[config.mk]
export PLATFORM = sky130hd
export DESIGN_NAME = quadrature_counter_with_speed
export DESIGN_NICKNAME = d
export VERILOG_FILES = /design/src/hdl/qcs_pkg.sv /design/src/hdl/qcs_divider.sv /design/src/hdl/qcs_datapath.sv /design/src/hdl/qcs_ctrl.sv /design/src/hdl/quadrature_counter_with_speed.sv
export SDC_FILE = /design/constraint.sdc
export NUM_CORES = 2
export LEC_CHECK = 0
export ABC_AREA = 0
export BUFFER_PORTS_ARGS = -buffer_cell sky130_fd_sc_hd__buf_2
export CORE_MARGIN = 5
export CORE_UTILIZATION = 60
export CTS_BUF_LIST = sky130_fd_sc_hd__clkbuf_4 sky130_fd_sc_hd__clkbuf_8 sky130_fd_sc_hd__clkbuf_16
export CTS_CLUSTER_SIZE = 10
export DETAILED_ROUTE_END_ITERATION = 8
export PLACE_DENSITY = 0.8
export SLEW_MARGIN = 10
export SYNTH_ARGS = -nofsm -noshare
export SYNTH_HDL_FRONTEND = slang
export SYNTH_HIERARCHICAL = 1
export SYNTH_SLANG_ARGS = --single-unit
export TNS_END_PERCENT = 1
[constraint.sdc]
create_clock -name clk -period 9.1 [get_ports clk]
set_clock_uncertainty 0.1 [all_clocks]
set_input_delay 1.82 -clock clk [delete_from_list [all_inputs] [get_ports clk]]
set_output_delay 1.82 -clock clk [all_outputs]
set_load 0.01 [all_outputs]
[src/hdl/qcs_pkg.sv]
`timescale 1ns / 1ps

package qcs_pkg;

    // Channel count, channel field width and the values derived from them
    localparam int NUM_CHANNELS = 4;
    localparam int CHAN_W       = 3;
    localparam int CH_W         = (NUM_CHANNELS > 1) ? $clog2(NUM_CHANNELS) : 1;
    localparam logic [CHAN_W:0] CHAN_LIMIT = (CHAN_W + 1)'(NUM_CHANNELS);
    localparam logic [CH_W-1:0] LAST_CH    = CH_W'(NUM_CHANNELS - 1);

    // Data widths
    localparam int DATA_W   = 32;
    localparam int PERIOD_W = 16;
    localparam int MULT_W   = 16;
    localparam int PROD_W   = DATA_W + MULT_W;
    localparam int DIV_CNT_W = $clog2(PROD_W + 1);

    localparam logic [MULT_W-1:0]   MS_PER_MINUTE = 16'd60000;
    localparam logic [PERIOD_W-1:0] PERIOD_RESET  = 16'd100;

    // Request codes
    typedef enum logic [1:0] {
        REQ_EDGE   = 2'd0,
        REQ_SAMPLE = 2'd1,
        REQ_CLEAR  = 2'd2
    } req_t;

    // Controller states
    typedef enum logic [3:0] {
        ST_IDLE,
        ST_DISPATCH,
        ST_EDGE,
        ST_CLEAR,
        ST_CHECK,
        ST_ABS,
        ST_MUL,
        ST_START,
        ST_DIV,
        ST_EMIT
    } state_t;

    // Commands from controller to datapath
    typedef struct packed {
        logic capture;
        logic apply_edge;
        logic apply_clear;
        logic check;
        logic abs_load;
        logic mul_load;
        logic div_start;
        logic emit_sample;
        logic idx_clear;
        logic idx_next;
    } dp_cmd_t;

    // Status from datapath to controller
    typedef struct packed {
        logic [1:0] req;
        logic       chan_ok;
        logic       due;
        logic       div_busy;
        logic       slot_free;
        logic       idx_last;
    } dp_status_t;

endpackage

[src/hdl/qcs_divider.sv]
`timescale 1ns / 1ps

module qcs_divider (
    input  logic                          clk,
    input  logic                          rst_n,
    input  logic                          start,
    input  logic [qcs_pkg::PROD_W-1:0]    dividend,
    input  logic [qcs_pkg::DATA_W-1:0]    divisor,
    output logic                          busy,
    output logic [qcs_pkg::PROD_W-1:0]    quotient
);
    import qcs_pkg::*;

    logic                 busy_reg, busy_next;
    logic [DIV_CNT_W-1:0] cnt_reg, cnt_next;
    logic [DATA_W-1:0]    rem_reg, rem_next;
    logic [PROD_W-1:0]    quo_reg, quo_next;
    logic [DATA_W-1:0]    dvs_reg, dvs_next;
    logic [DATA_W:0]      shifted;
    logic [DATA_W:0]      diff;
    logic                 ge;

    // One restoring step per cycle: shift in the next dividend bit, subtract if it fits
    always_comb
    begin
        shifted  = {rem_reg, quo_reg[PROD_W-1]};
        ge       = (shifted >= {1'b0, dvs_reg});
        diff     = shifted - {1'b0, dvs_reg};
        busy_next = busy_reg;
        cnt_next  = cnt_reg;
        rem_next  = rem_reg;
        quo_next  = quo_reg;
        dvs_next  = dvs_reg;
        if (start)
        begin
            busy_next = 1'b1;
            cnt_next  = DIV_CNT_W'(PROD_W);
            rem_next  = '0;
            quo_next  = dividend;
            dvs_next  = divisor;
        end
        else if (busy_reg)
        begin
            rem_next = ge ? diff[DATA_W-1:0] : shifted[DATA_W-1:0];
            quo_next = {quo_reg[PROD_W-2:0], ge};
            cnt_next = cnt_reg - 1'b1;
            if (cnt_reg == DIV_CNT_W'(1))
            begin
                busy_next = 1'b0;
            end
        end
    end

    always_ff @(posedge clk or negedge rst_n)
    begin
        if (!rst_n)
        begin
            busy_reg <= 1'b0;
            cnt_reg  <= '0;
        end
        else
        begin
            busy_reg <= busy_next;
            cnt_reg  <= cnt_next;
        end
    end

    always_ff @(posedge clk)
    begin
        rem_reg <= rem_next;
        quo_reg <= quo_next;
        dvs_reg <= dvs_next;
    end

    assign busy     = busy_reg;
    assign quotient = quo_reg;

endmodule

[src/hdl/qcs_datapath.sv]
`timescale 1ns / 1ps

module qcs_datapath (
    input  logic                               clk,
    input  logic                               rst_n,
    input  qcs_pkg::dp_cmd_t                   cmd,
    output qcs_pkg::dp_status_t                status,
    input  logic                               cfg_wr_en,
    input  logic [qcs_pkg::PERIOD_W-1:0]       cfg_wr_data,
    input  logic [1:0]                         req_type,
    input  logic [qcs_pkg::CHAN_W-1:0]         channel,
    input  logic                               phase_a_level,
    input  logic                               phase_b_level,
    input  logic [qcs_pkg::DATA_W-1:0]         now_ms,
    output logic                               out_valid,
    input  logic                               out_ready,
    output logic [qcs_pkg::CHAN_W-1:0]         result_channel,
    output logic signed [qcs_pkg::DATA_W-1:0]  count_value,
    output logic signed [qcs_pkg::DATA_W-1:0]  speed_value,
    output logic                               speed_updated,
    output logic                               last_of_run
);
    import qcs_pkg::*;

    // Channel state
    logic [DATA_W-1:0] count_reg  [NUM_CHANNELS];
    logic [DATA_W-1:0] snap_reg   [NUM_CHANNELS];
    logic [DATA_W-1:0] stamp_reg  [NUM_CHANNELS];
    logic [DATA_W-1:0] speed_reg  [NUM_CHANNELS];

    logic [PERIOD_W-1:0] period_reg;

    // Captured item
    logic [1:0]        req_reg;
    logic [CHAN_W-1:0] chan_reg;
    logic              a_reg;
    logic              b_reg;
    logic [DATA_W-1:0] now_reg;
    logic [CH_W-1:0]   idx_reg;

    // Speed pipeline
    logic [DATA_W-1:0] delta_reg;
    logic [DATA_W-1:0] dt_reg;
    logic              due_reg;
    logic              neg_reg;
    logic [DATA_W-1:0] mag_reg;
    logic [PROD_W-1:0] prod_reg;

    // Output register
    logic              out_valid_reg;
    logic [CHAN_W-1:0] out_chan_reg;
    logic [DATA_W-1:0] out_count_reg;
    logic [DATA_W-1:0] out_speed_reg;
    logic              out_upd_reg;
    logic              out_last_reg;

    logic [CH_W-1:0]   ch_idx;
    logic [DATA_W-1:0] edge_count;
    logic [DATA_W-1:0] dt_now;
    logic [DATA_W-1:0] period_ext;
    logic              due_now;
    logic              div_busy;
    logic [PROD_W-1:0] quotient;
    logic [DATA_W-1:0] speed_new;
    logic              slot_free;
    logic              load_out;

    assign ch_idx     = chan_reg[CH_W-1:0];
    assign edge_count = (a_reg == b_reg) ? (count_reg[ch_idx] - 1'b1)
                                         : (count_reg[ch_idx] + 1'b1);
    assign period_ext = (period_reg == '0) ? DATA_W'(1) : DATA_W'(period_reg);
    assign dt_now     = now_reg - stamp_reg[idx_reg];
    assign due_now    = (dt_now >= period_ext);
    assign slot_free  = !out_valid_reg || out_ready;
    assign load_out   = cmd.apply_edge || cmd.apply_clear || cmd.emit_sample;

    // Saturate the signed quotient to 32 bits
    always_comb
    begin
        if (!neg_reg)
        begin
            if (quotient > PROD_W'(32'h7FFF_FFFF))
                speed_new = 32'h7FFF_FFFF;
            else
                speed_new = quotient[DATA_W-1:0];
        end
        else
        begin
            if (quotient > PROD_W'(33'h0_8000_0000))
                speed_new = 32'h8000_0000;
            else
                speed_new = -quotient[DATA_W-1:0];
        end
    end

    qcs_divider u_div (
        .clk      (clk),
        .rst_n    (rst_n),
        .start    (cmd.div_start),
        .dividend (prod_reg),
        .divisor  (dt_reg),
        .busy     (div_busy),
        .quotient (quotient)
    );

    always_comb
    begin
        status.req       = req_reg;
        status.chan_ok   = ({1'b0, chan_reg} < CHAN_LIMIT);
        status.due       = due_now;
        status.div_busy  = div_busy;
        status.slot_free = slot_free;
        status.idx_last  = (idx_reg == LAST_CH);
    end

    // Channel state and configuration
    always_ff @(posedge clk or negedge rst_n)
    begin
        if (!rst_n)
        begin
            period_reg <= PERIOD_RESET;
            for (int i = 0; i < NUM_CHANNELS; i++)
            begin
                count_reg[i] <= '0;
                snap_reg[i]  <= '0;
                stamp_reg[i] <= '0;
                speed_reg[i] <= '0;
            end
        end
        else
        begin
            if (cfg_wr_en)
                period_reg <= cfg_wr_data;
            if (cmd.apply_edge)
                count_reg[ch_idx] <= edge_count;
            if (cmd.apply_clear)
            begin
                count_reg[ch_idx] <= '0;
                snap_reg[ch_idx]  <= '0;
            end
            if (cmd.emit_sample && due_reg)
            begin
                speed_reg[idx_reg] <= speed_new;
                snap_reg[idx_reg]  <= count_reg[idx_reg];
                stamp_reg[idx_reg] <= now_reg;
            end
        end
    end

    // Output valid flag
    always_ff @(posedge clk or negedge rst_n)
    begin
        if (!rst_n)
            out_valid_reg <= 1'b0;
        else if (load_out)
            out_valid_reg <= 1'b1;
        else if (out_ready)
            out_valid_reg <= 1'b0;
    end

    // Index of the channel being sampled
    always_ff @(posedge clk or negedge rst_n)
    begin
        if (!rst_n)
            idx_reg <= '0;
        else if (cmd.idx_clear)
            idx_reg <= '0;
        else if (cmd.idx_next)
            idx_reg <= idx_reg + 1'b1;
    end

    // Payload registers
    always_ff @(posedge clk)
    begin
        if (cmd.capture)
        begin
            req_reg  <= req_type;
            chan_reg <= channel;
            a_reg    <= phase_a_level;
            b_reg    <= phase_b_level;
            now_reg  <= now_ms;
        end
        if (cmd.check)
        begin
            delta_reg <= count_reg[idx_reg] - snap_reg[idx_reg];
            dt_reg    <= dt_now;
            due_reg   <= due_now;
        end
        if (cmd.abs_load)
        begin
            neg_reg <= delta_reg[DATA_W-1];
            mag_reg <= delta_reg[DATA_W-1] ? -delta_reg : delta_reg;
        end
        if (cmd.mul_load)
            prod_reg <= PROD_W'(mag_reg) * PROD_W'(MS_PER_MINUTE);
        if (cmd.apply_edge)
        begin
            out_chan_reg  <= chan_reg;
            out_count_reg <= edge_count;
            out_speed_reg <= speed_reg[ch_idx];
            out_upd_reg   <= 1'b0;
            out_last_reg  <= 1'b1;
        end
        else if (cmd.apply_clear)
        begin
            out_chan_reg  <= chan_reg;
            out_count_reg <= '0;
            out_speed_reg <= speed_reg[ch_idx];
            out_upd_reg   <= 1'b0;
            out_last_reg  <= 1'b1;
        end
        else if (cmd.emit_sample)
        begin
            out_chan_reg  <= CHAN_W'(idx_reg);
            out_count_reg <= count_reg[idx_reg];
            out_speed_reg <= due_reg ? speed_new : speed_reg[idx_reg];
            out_upd_reg   <= due_reg;
            out_last_reg  <= (idx_reg == LAST_CH);
        end
    end

    assign out_valid      = out_valid_reg;
    assign result_channel = out_chan_reg;
    assign count_value    = out_count_reg;
    assign speed_value    = out_speed_reg;
    assign speed_updated  = out_upd_reg;
    assign last_of_run    = out_last_reg;

endmodule

[src/hdl/qcs_ctrl.sv]
`timescale 1ns / 1ps

module qcs_ctrl (
    input  logic                 clk,
    input  logic                 rst_n,
    input  logic                 in_valid,
    output logic                 in_ready,
    input  qcs_pkg::dp_status_t  status,
    output qcs_pkg::dp_cmd_t     cmd
);
    import qcs_pkg::*;

    state_t state_reg, state_next;

    always_ff @(posedge clk or negedge rst_n)
    begin
        if (!rst_n)
            state_reg <= ST_IDLE;
        else
            state_reg <= state_next;
    end

    always_comb
    begin
        state_next = state_reg;
        cmd        = '0;
        in_ready   = 1'b0;
        unique case (state_reg)
            ST_IDLE:
            begin
                in_ready = 1'b1;
                if (in_valid)
                begin
                    cmd.capture = 1'b1;
                    state_next  = ST_DISPATCH;
                end
            end
            ST_DISPATCH:
            begin
                unique case (status.req)
                    REQ_EDGE:   state_next = status.chan_ok ? ST_EDGE : ST_IDLE;
                    REQ_CLEAR:  state_next = status.chan_ok ? ST_CLEAR : ST_IDLE;
                    REQ_SAMPLE:
                    begin
                        cmd.idx_clear = 1'b1;
                        state_next    = ST_CHECK;
                    end
                    default:    state_next = ST_IDLE;
                endcase
            end
            ST_EDGE:
            begin
                if (status.slot_free)
                begin
                    cmd.apply_edge = 1'b1;
                    state_next     = ST_IDLE;
                end
            end
            ST_CLEAR:
            begin
                if (status.slot_free)
                begin
                    cmd.apply_clear = 1'b1;
                    state_next      = ST_IDLE;
                end
            end
            ST_CHECK:
            begin
                cmd.check  = 1'b1;
                state_next = status.due ? ST_ABS : ST_EMIT;
            end
            ST_ABS:
            begin
                cmd.abs_load = 1'b1;
                state_next   = ST_MUL;
            end
            ST_MUL:
            begin
                cmd.mul_load = 1'b1;
                state_next   = ST_START;
            end
            ST_START:
            begin
                cmd.div_start = 1'b1;
                state_next    = ST_DIV;
            end
            ST_DIV:
            begin
                if (!status.div_busy)
                    state_next = ST_EMIT;
            end
            ST_EMIT:
            begin
                if (status.slot_free)
                begin
                    cmd.emit_sample = 1'b1;
                    if (status.idx_last)
                        state_next = ST_IDLE;
                    else
                    begin
                        cmd.idx_next = 1'b1;
                        state_next   = ST_CHECK;
                    end
                end
            end
            default:
            begin
                state_next = ST_IDLE;
            end
        endcase
    end

endmodule

[src/hdl/quadrature_counter_with_speed.sv]
`timescale 1ns / 1ps
// Edge and clear items: captured, dispatched and loaded into the output register once it is free;
// an item whose channel is out of range gives no output. Sample items: each channel is checked,
// and a due one goes through magnitude, multiply and the 48 steps of the shared one-bit-per-cycle
// divider; back-pressure holds each emit. One item at a time: the next is taken only in idle.
// Reset (rst_n, asynchronous, active low): counts, snapshots, time stamps and speeds zero,
// sample period 100 ms, output empty, controller idle.

module quadrature_counter_with_speed (
    input  logic                               clk,
    input  logic                               rst_n,
    // configuration: sample period in ms
    input  logic                               cfg_wr_en,
    input  logic [qcs_pkg::PERIOD_W-1:0]       cfg_wr_data,
    // input channel
    input  logic                               in_valid,
    output logic                               in_ready,
    input  logic [1:0]                         req_type,
    input  logic [qcs_pkg::CHAN_W-1:0]         channel,
    input  logic                               phase_a_level,
    input  logic                               phase_b_level,
    input  logic [qcs_pkg::DATA_W-1:0]         now_ms,
    // result channel
    output logic                               out_valid,
    input  logic                               out_ready,
    output logic [qcs_pkg::CHAN_W-1:0]         result_channel,
    output logic signed [qcs_pkg::DATA_W-1:0]  count_value,
    output logic signed [qcs_pkg::DATA_W-1:0]  speed_value,
    output logic                               speed_updated,
    output logic                               last_of_run
);
    import qcs_pkg::*;

    dp_cmd_t    cmd;
    dp_status_t status;

    // Controller: takes one transfer, sequences edge/clear updates or walks the
    // channels for a sample, and holds while the output register is full and out_ready is low.
    qcs_ctrl u_ctrl (
        .clk      (clk),
        .rst_n    (rst_n),
        .in_valid (in_valid),
        .in_ready (in_ready),
        .status   (status),
        .cmd      (cmd)
    );

    // Datapath: per-channel state, speed pipeline (delta, magnitude, multiply by
    // 60000, divide by elapsed ms, saturate) and the output register, which lets
    // a finished result wait while the next item is taken in.
    qcs_datapath u_dp (
        .clk            (clk),
        .rst_n          (rst_n),
        .cmd            (cmd),
        .status         (status),
        .cfg_wr_en      (cfg_wr_en),
        .cfg_wr_data    (cfg_wr_data),
        .req_type       (req_type),
        .channel        (channel),
        .phase_a_level  (phase_a_level),
        .phase_b_level  (phase_b_level),
        .now_ms         (now_ms),
        .out_valid      (out_valid),
        .out_ready      (out_ready),
        .result_channel (result_channel),
        .count_value    (count_value),
        .speed_value    (speed_value),
        .speed_updated  (speed_updated),
        .last_of_run    (last_of_run)
    );

endmodule
[Word level (Yosys, flattened, before mapping)]
Index checks and enable logic that the tools add are counted.
Storage, ports and cells
  register bits after elaboration: 903
  logic and storage cells: 186
Cells by class
  add/subtract/negate cells: 9
  multiply operators: 1
  magnitude comparators: 9
  eq/ne operators: 18
  muxes and demuxes: 84
  bitwise operators: 5
  reductions and logical operators: 17
Operators by type and width (number)
  32-bit two-way mux: 26
  128-bit bitwise mux: 4
  128-bit two-way mux: 4
  32-bit binary-select mux with 2-bit select: 6
  128-bit bitwise AND: 2
  32-bit demux with 2-bit select: 2
  128-bit inverter: 1
  48-bit two-way mux: 2
  32-bit subtractor: 3
  32-bit negator: 2
  48-bit by 31-bit > comparator with 1-bit output, second input constant: 1
  48-bit by 32-bit > comparator with 1-bit output, second input constant: 1
  32-bit by 11-bit multiplier with 43-bit output, second input constant: 1
  4-bit case mux with 9 select lines: 1
  33-bit by 32-bit >= comparator with 1-bit output: 1
  32-bit by 1-bit adder with 32-bit output, second input constant: 1
  32-bit >= comparator: 1
  32-bit by 1-bit subtractor with 32-bit output, second input constant: 1
  31-bit two-way mux: 1
  1-bit two-way mux: 21
  4-bit two-way mux: 5
  4-bit by 3-bit == test with 1-bit output, second input constant: 4
  16-bit logical NOT: 1
  16-bit two-way mux: 1
  other kinds (28): 50

[Logic depth before layout (Yosys ltp)]
  depth in word-level cells: 10
  gate-level depth with buffers: 28
  gate-level depth less buffers: 23

[By module]
Netlist, hierarchy kept.
By module, submodules not included
  qcs_datapath: times used 1, cells an instance 4244, area each 45896.5 um2, sequential area each 20748.6 um2
  qcs_divider: times used 1, cells an instance 628, area each 6682.7 um2, sequential area each 3218.1 um2
  qcs_ctrl: times used 1, cells an instance 57, area each 442.9 um2, sequential area each 100.1 um2

[Worst setup path after synthesis]
Ideal clock, no wire load.
  path type: register to register
  start: register u_dp.idx_reg[0]
  end: register u_ctrl.state_reg[3]
  data arrival time: 6.175 ns
  required time: 8.908 ns
  slack: 2.733 ns
  stages on the path, launching flop included: 28
  path buffers: 5
  clock period less this slack: 6.367 ns
  cells stage by stage: dfrtp_1 clkbuf_1 buf_1 buf_1 buf_1 mux4_2 inv_1 ha_1 a211o_1 a2111oi_4 nor2_1 o21a_1 nor2_1 xnor2_1 ha_1 a21o_1 a21oi_1 nor2_1 nor2_1 o41ai_1 nor4_1 nand4b_1 or4_1 buf_4 or3_1 a21oi_1 a21oi_1 o31ai_2
On the way
  longest elaborated chain between the ends: 8
Ends and longest elaborated chain
  start: declaration: RTL line qcs_datapath.sv:39  | logic [CH_W-1:0] idx_reg;
  start signal: assignment: RTL line qcs_datapath.sv:169  | idx_reg <= idx_reg + 1'b1;
  2-bit inverter with 3-bit output (implied by the code): RTL line qcs_datapath.sv:72  | assign dt_now = now_reg - stamp_reg[idx_reg];
  32-bit binary-select mux with 2-bit select: RTL line qcs_datapath.sv:72
  32-bit two-way mux (implied by the code) (2 in series): RTL line qcs_datapath.sv:72
  32-bit subtractor: RTL line qcs_datapath.sv:72
  named net u_dp.dt_now[10]: RTL line qcs_datapath.sv:59  | logic [DATA_W-1:0] dt_now;
  32-bit >= comparator: RTL line qcs_datapath.sv:73  | assign due_now = (dt_now >= period_ext);
  named net u_dp.due_now: RTL line qcs_datapath.sv:61  | logic due_now;
  4-bit two-way mux: RTL line qcs_ctrl.sv:70  | state_next = status.due ? ST_ABS : ST_EMIT;
  4-bit case mux with 9 select lines: RTL line qcs_ctrl.sv:28  | unique case (state_reg)
  end signal: assignment: RTL line qcs_ctrl.sv:20  | state_reg <= state_next;
  end: declaration: RTL line qcs_ctrl.sv:13  | state_t state_reg, state_next;
The timed path passes the listed nets, and every way through them passes these cells. The select of a mux whose other input is x is not followed.
A chain may end at the register's enable or synchronous reset.

[Worst setup path in the final report]
  start: register u_dp.mag_reg[8]
  end: register u_dp.prod_reg[47] (data pin)
On the way
  longest elaborated chain between the ends: 1
Ends and longest elaborated chain
  start: declaration: RTL line qcs_datapath.sv:46  | logic [DATA_W-1:0] mag_reg;
  start signal: assignment: RTL line qcs_datapath.sv:192  | mag_reg <= delta_reg[DATA_W-1] ? -delta_reg : delta_reg;
  32-bit by 11-bit multiplier with 43-bit output: RTL line qcs_datapath.sv:195  | prod_reg <= PROD_W'(mag_reg) * PROD_W'(MS_PER_MINUTE);
  end signal: assignment: RTL line qcs_datapath.sv:195
  end: declaration: RTL line qcs_datapath.sv:47  | logic [PROD_W-1:0] prod_reg;
Every way passes these cells.

==> impl_metrics.yaml <==
finish:
  area_growth_syn_to_layout_pct: 9.22
  register_area_um2: 24100
  multiInputGateArea_um2: 26600
  nNetsFinal: 5429
  num_antenna_cells: 0
  fin_cells: 6212
  fillers: 6586
  drive_above_1_share_pct: 13.5
worst_hold_path:
  min_from: "u_dp/dt_reg[8]$_DFFE_PP_"
  holdCritPathClass: "reg2reg"
  min_to: "u_dp/u_div/dvs_reg[8]$_DFFE_PP_"
  hold_depth: 0
setup_path:
  crit_fanout: 6
  path_class: "reg2reg"
  reg2reg_from: "u_dp/mag_reg[8]$_DFFE_PP_"
  r2r_slack_ns: 2.60
  crit_arrival_ns: 6.83
  worst_setup_path_start_kind: "register"
  rr_worst_depth: 20
  cp-end-kind: "register"
  reg2reg_to: "u_dp/prod_reg[47]$_DFFE_PP_"
  required_ns: 9.43
floorplanning:
  design.core.area_um2: 88100
  start_util_pct: 60.2
  die_x_um: 307
  die_area_um2: 94400
  fp.dieH_um: 307
  io_pins: 131
  rows: 109
synth:
  synth-seq-cells: 903
  postSynth.asyncResetShare_pct: 60.0
  syn_area_per_cell_um2: 10.8
  syn_inst: 4929
  synthesis.area_um2: 53000
  synth_top_area_share_pct: 25.4
  yosysSeqAreaShare_pct: 45.4
  ys.warnings.count: 6
  synth_edf_count: 327
  ys_types: 104
  ys.flop_type: "dfrtp_1"
  synth_top_area_cell: "dfrtp_1"
  synth_area_leaders: "dfrtp_1, edfxtp_1, mux4_2"
outcome:
  status: "finished clean"
clock_tree:
  postCtsHoldBufs: 0
  h-tree-depth: 3
  cts_resized: 0
  cts.path.max_buffers: 3
  cts_buffers: 102
  clk_pin_slew_ns: 0.07
  worstSkewPairLatency_ns: 0.68
  cts-root-buf: "clkbuf_16"
  cts_setup_buffers: 0
  cts.sinks: 903
  cts_tree: "done"
global_route:
  grt_pass1_wl_mm: 213
  grt_max_degree: 191
  grt_pass1_vias: 40164
  antenna_found_initial: 1
  grt_usage_pct: 27.8
  globalRouteOverflowTotal: 0
drt:
  drc: 0
  post_drt_via_cell_ratio: 6.33
  drtPass1Iterations: 6
  postRouteAntennaNets: 0
  dr.first_iter.drc_count: 4270
  post_drt_wl_per_cell_um: 21.3
  routed_wl_mm: 132
  num_vias: 39343
timing:
  slew_violations: 0
  worstMarginPinSlew_ns: 1.20
  finalCriticalPeriod_ns: 6.50
  setup_tns_ns: 0
  relSlewSlack_pct: 19.6
  setup_violations: 0
  min_period_over_period_pct: 71.4
  hold_slack_ns: 0.318
  fmax_mhz: 154
  final-hold-violation-count: 0
  rsz0062_at_grt: "false"
placement:
  hpwl_mm: 85.4
  place.gp.congestion: 0.936
  port_buffers: 130
  dpl.cell_count: 6028
flow_run:
  cap_violations: 0
## kinds of logic after synthesis
logic type                 after synthesis  share of synthesized area (%)
muxes                                  262                           9.63
buffers and inverters                  651                           4.75
and+or+nand+nor                       1399                           11.6
AOI/OAI and AO/OA                     1143                           14.3
DFF                                    903                           45.4
xor gates and xnor gates               168                           2.78
other                                    1                        0.00707
adders and majority gates              402                           11.5
## routing by layer
metal | part of all wire, % | routed length, µm | global-route usage (%) | vias to the layer above
met1 | 40 | 52300 | 36.9 | 19396
met3 | 8.5 | 11300 | 5.58 | 415
met4 | 4.0 | 5320 | 10.9 | 0
met2 | 48 | 63100 | 45.7 | 1855
met5 | 0 | 0 | 0 | -
li1 | - | - | - | 17677
## through the flow
stage | area (µm²) | worst slack, ns | util [%]
2_1_floorplan | 53000 | 2.73 | -
3_3_place_gp | 54700 | 2.76 | 62.1
3_5_place_dp | 54700 | 2.70 | 62.1
4_1_cts | 57900 | 2.64 | 65.7
5_1_grt | 57900 | 2.23 | 65.7
6_report | 57900 | 2.60 | 65.7
## layout make-up
type | instances | area share, %
well taps | 1165 | 2.52
repair buffers | 171 | 1.74
flip-flops and latches | 903 | 41.6
inverters | 410 | 2.66
multi-input cells | 3379 | 46.0
clock buffers | 177 | 5.38
clock inverters | 7 | 0.188
## cells in the mapped netlist (10+ instances only)
master,number
a21o_1,72
buf_2,11
xnor2_1,128
o41ai_1,16
o31ai_1,30
o211ai_1,17
nand4_1,30
mux2_2,48
clkbuf_1,187
mux4_2,192
nand2_1,854
ha_1,257
and3_1,18
dfrtp_1,539
nor2_1,190
nand2b_1,31
o21ai_0,225
mux2i_1,17
a211oi_1,62
a31oi_1,20
o21ai_1,88
fa_1,145
a22oi_1,29
dfxtp_1,34
buf_1,32
and2_1,18
a22o_1,160
or4_1,10
inv_1,407
a32oi_1,10
nand3_1,44
nor2b_1,26
nor3_1,48
or3_1,30
edfxtp_1,327
nor4_1,19
xor2_1,40
o21bai_1,24
nor3b_1,27
o21a_1,36
a21oi_1,267
or2_2,11
## cell usage in the layout, fill, tap and decap left out, types with 30 or more instances in the layout
cell,Yosys,final
a22o_1,160,160
buf_4,6,38
nor2_1,190,180
fa_1,145,145
nand3_1,44,40
dfxtp_1,34,34
edfxtp_1,327,327
clkbuf_16,0,102
o31ai_1,30,30
buf_2,11,129
mux4_2,192,192
xnor2_1,128,128
o21a_1,36,36
nor3_1,48,46
mux2_2,48,48
dfrtp_1,539,537
nand4_1,30,30
nand2b_1,31,31
a21oi_1,267,267
a211oi_1,62,62
clkbuf_4,0,75
ha_1,257,257
o21ai_0,225,225
a21o_1,72,72
xor2_1,40,40
nand2_1,854,854
inv_1,407,406
o21ai_1,88,88
## worst max-delay path by stage
stage / from / end / slack, ns
floorplan: u_dp/idx_reg[0]$_DFFE_PN0P_ / u_ctrl/state_reg[3]$_DFFE_PN0P_ / 2.73
global placement: u_dp/mag_reg[8]$_DFFE_PP_ / u_dp/prod_reg[46]$_DFFE_PP_ / 2.76
detailed placement: u_dp/mag_reg[8]$_DFFE_PP_ / u_dp/prod_reg[47]$_DFFE_PP_ / 2.70
CTS: u_dp/mag_reg[8]$_DFFE_PP_ / u_dp/prod_reg[43]$_DFFE_PP_ / 2.64
global route: u_dp/mag_reg[10]$_DFFE_PP_ / u_dp/prod_reg[47]$_DFFE_PP_ / 2.23
finish: u_dp/mag_reg[8]$_DFFE_PP_ / u_dp/prod_reg[47]$_DFFE_PP_ / 2.60
## worst max-delay path, stage by stage, from the launching register on
cell and delay (ns):
edfxtp_1 0.50, inv_1 0.17, fa_1 0.57, inv_1 0.06
fa_1 0.48, fa_1 0.52, inv_1 0.05, fa_1 0.47
fa_1 0.54, inv_1 0.04, ha_1 0.37, o21ai_0 0.12
a21oi_1 0.28, nand4_1 0.14, a211oi_1 0.37, o21ai_0 0.25
a211oi_1 0.31, o21ai_0 0.25, o21ai_0 0.37, o22ai_1 0.16
xnor2_1 0.15
Power is left out: the tool's default activity adds up to more than one toggle a clock period on the data nets, which glitch-free logic cannot reach.
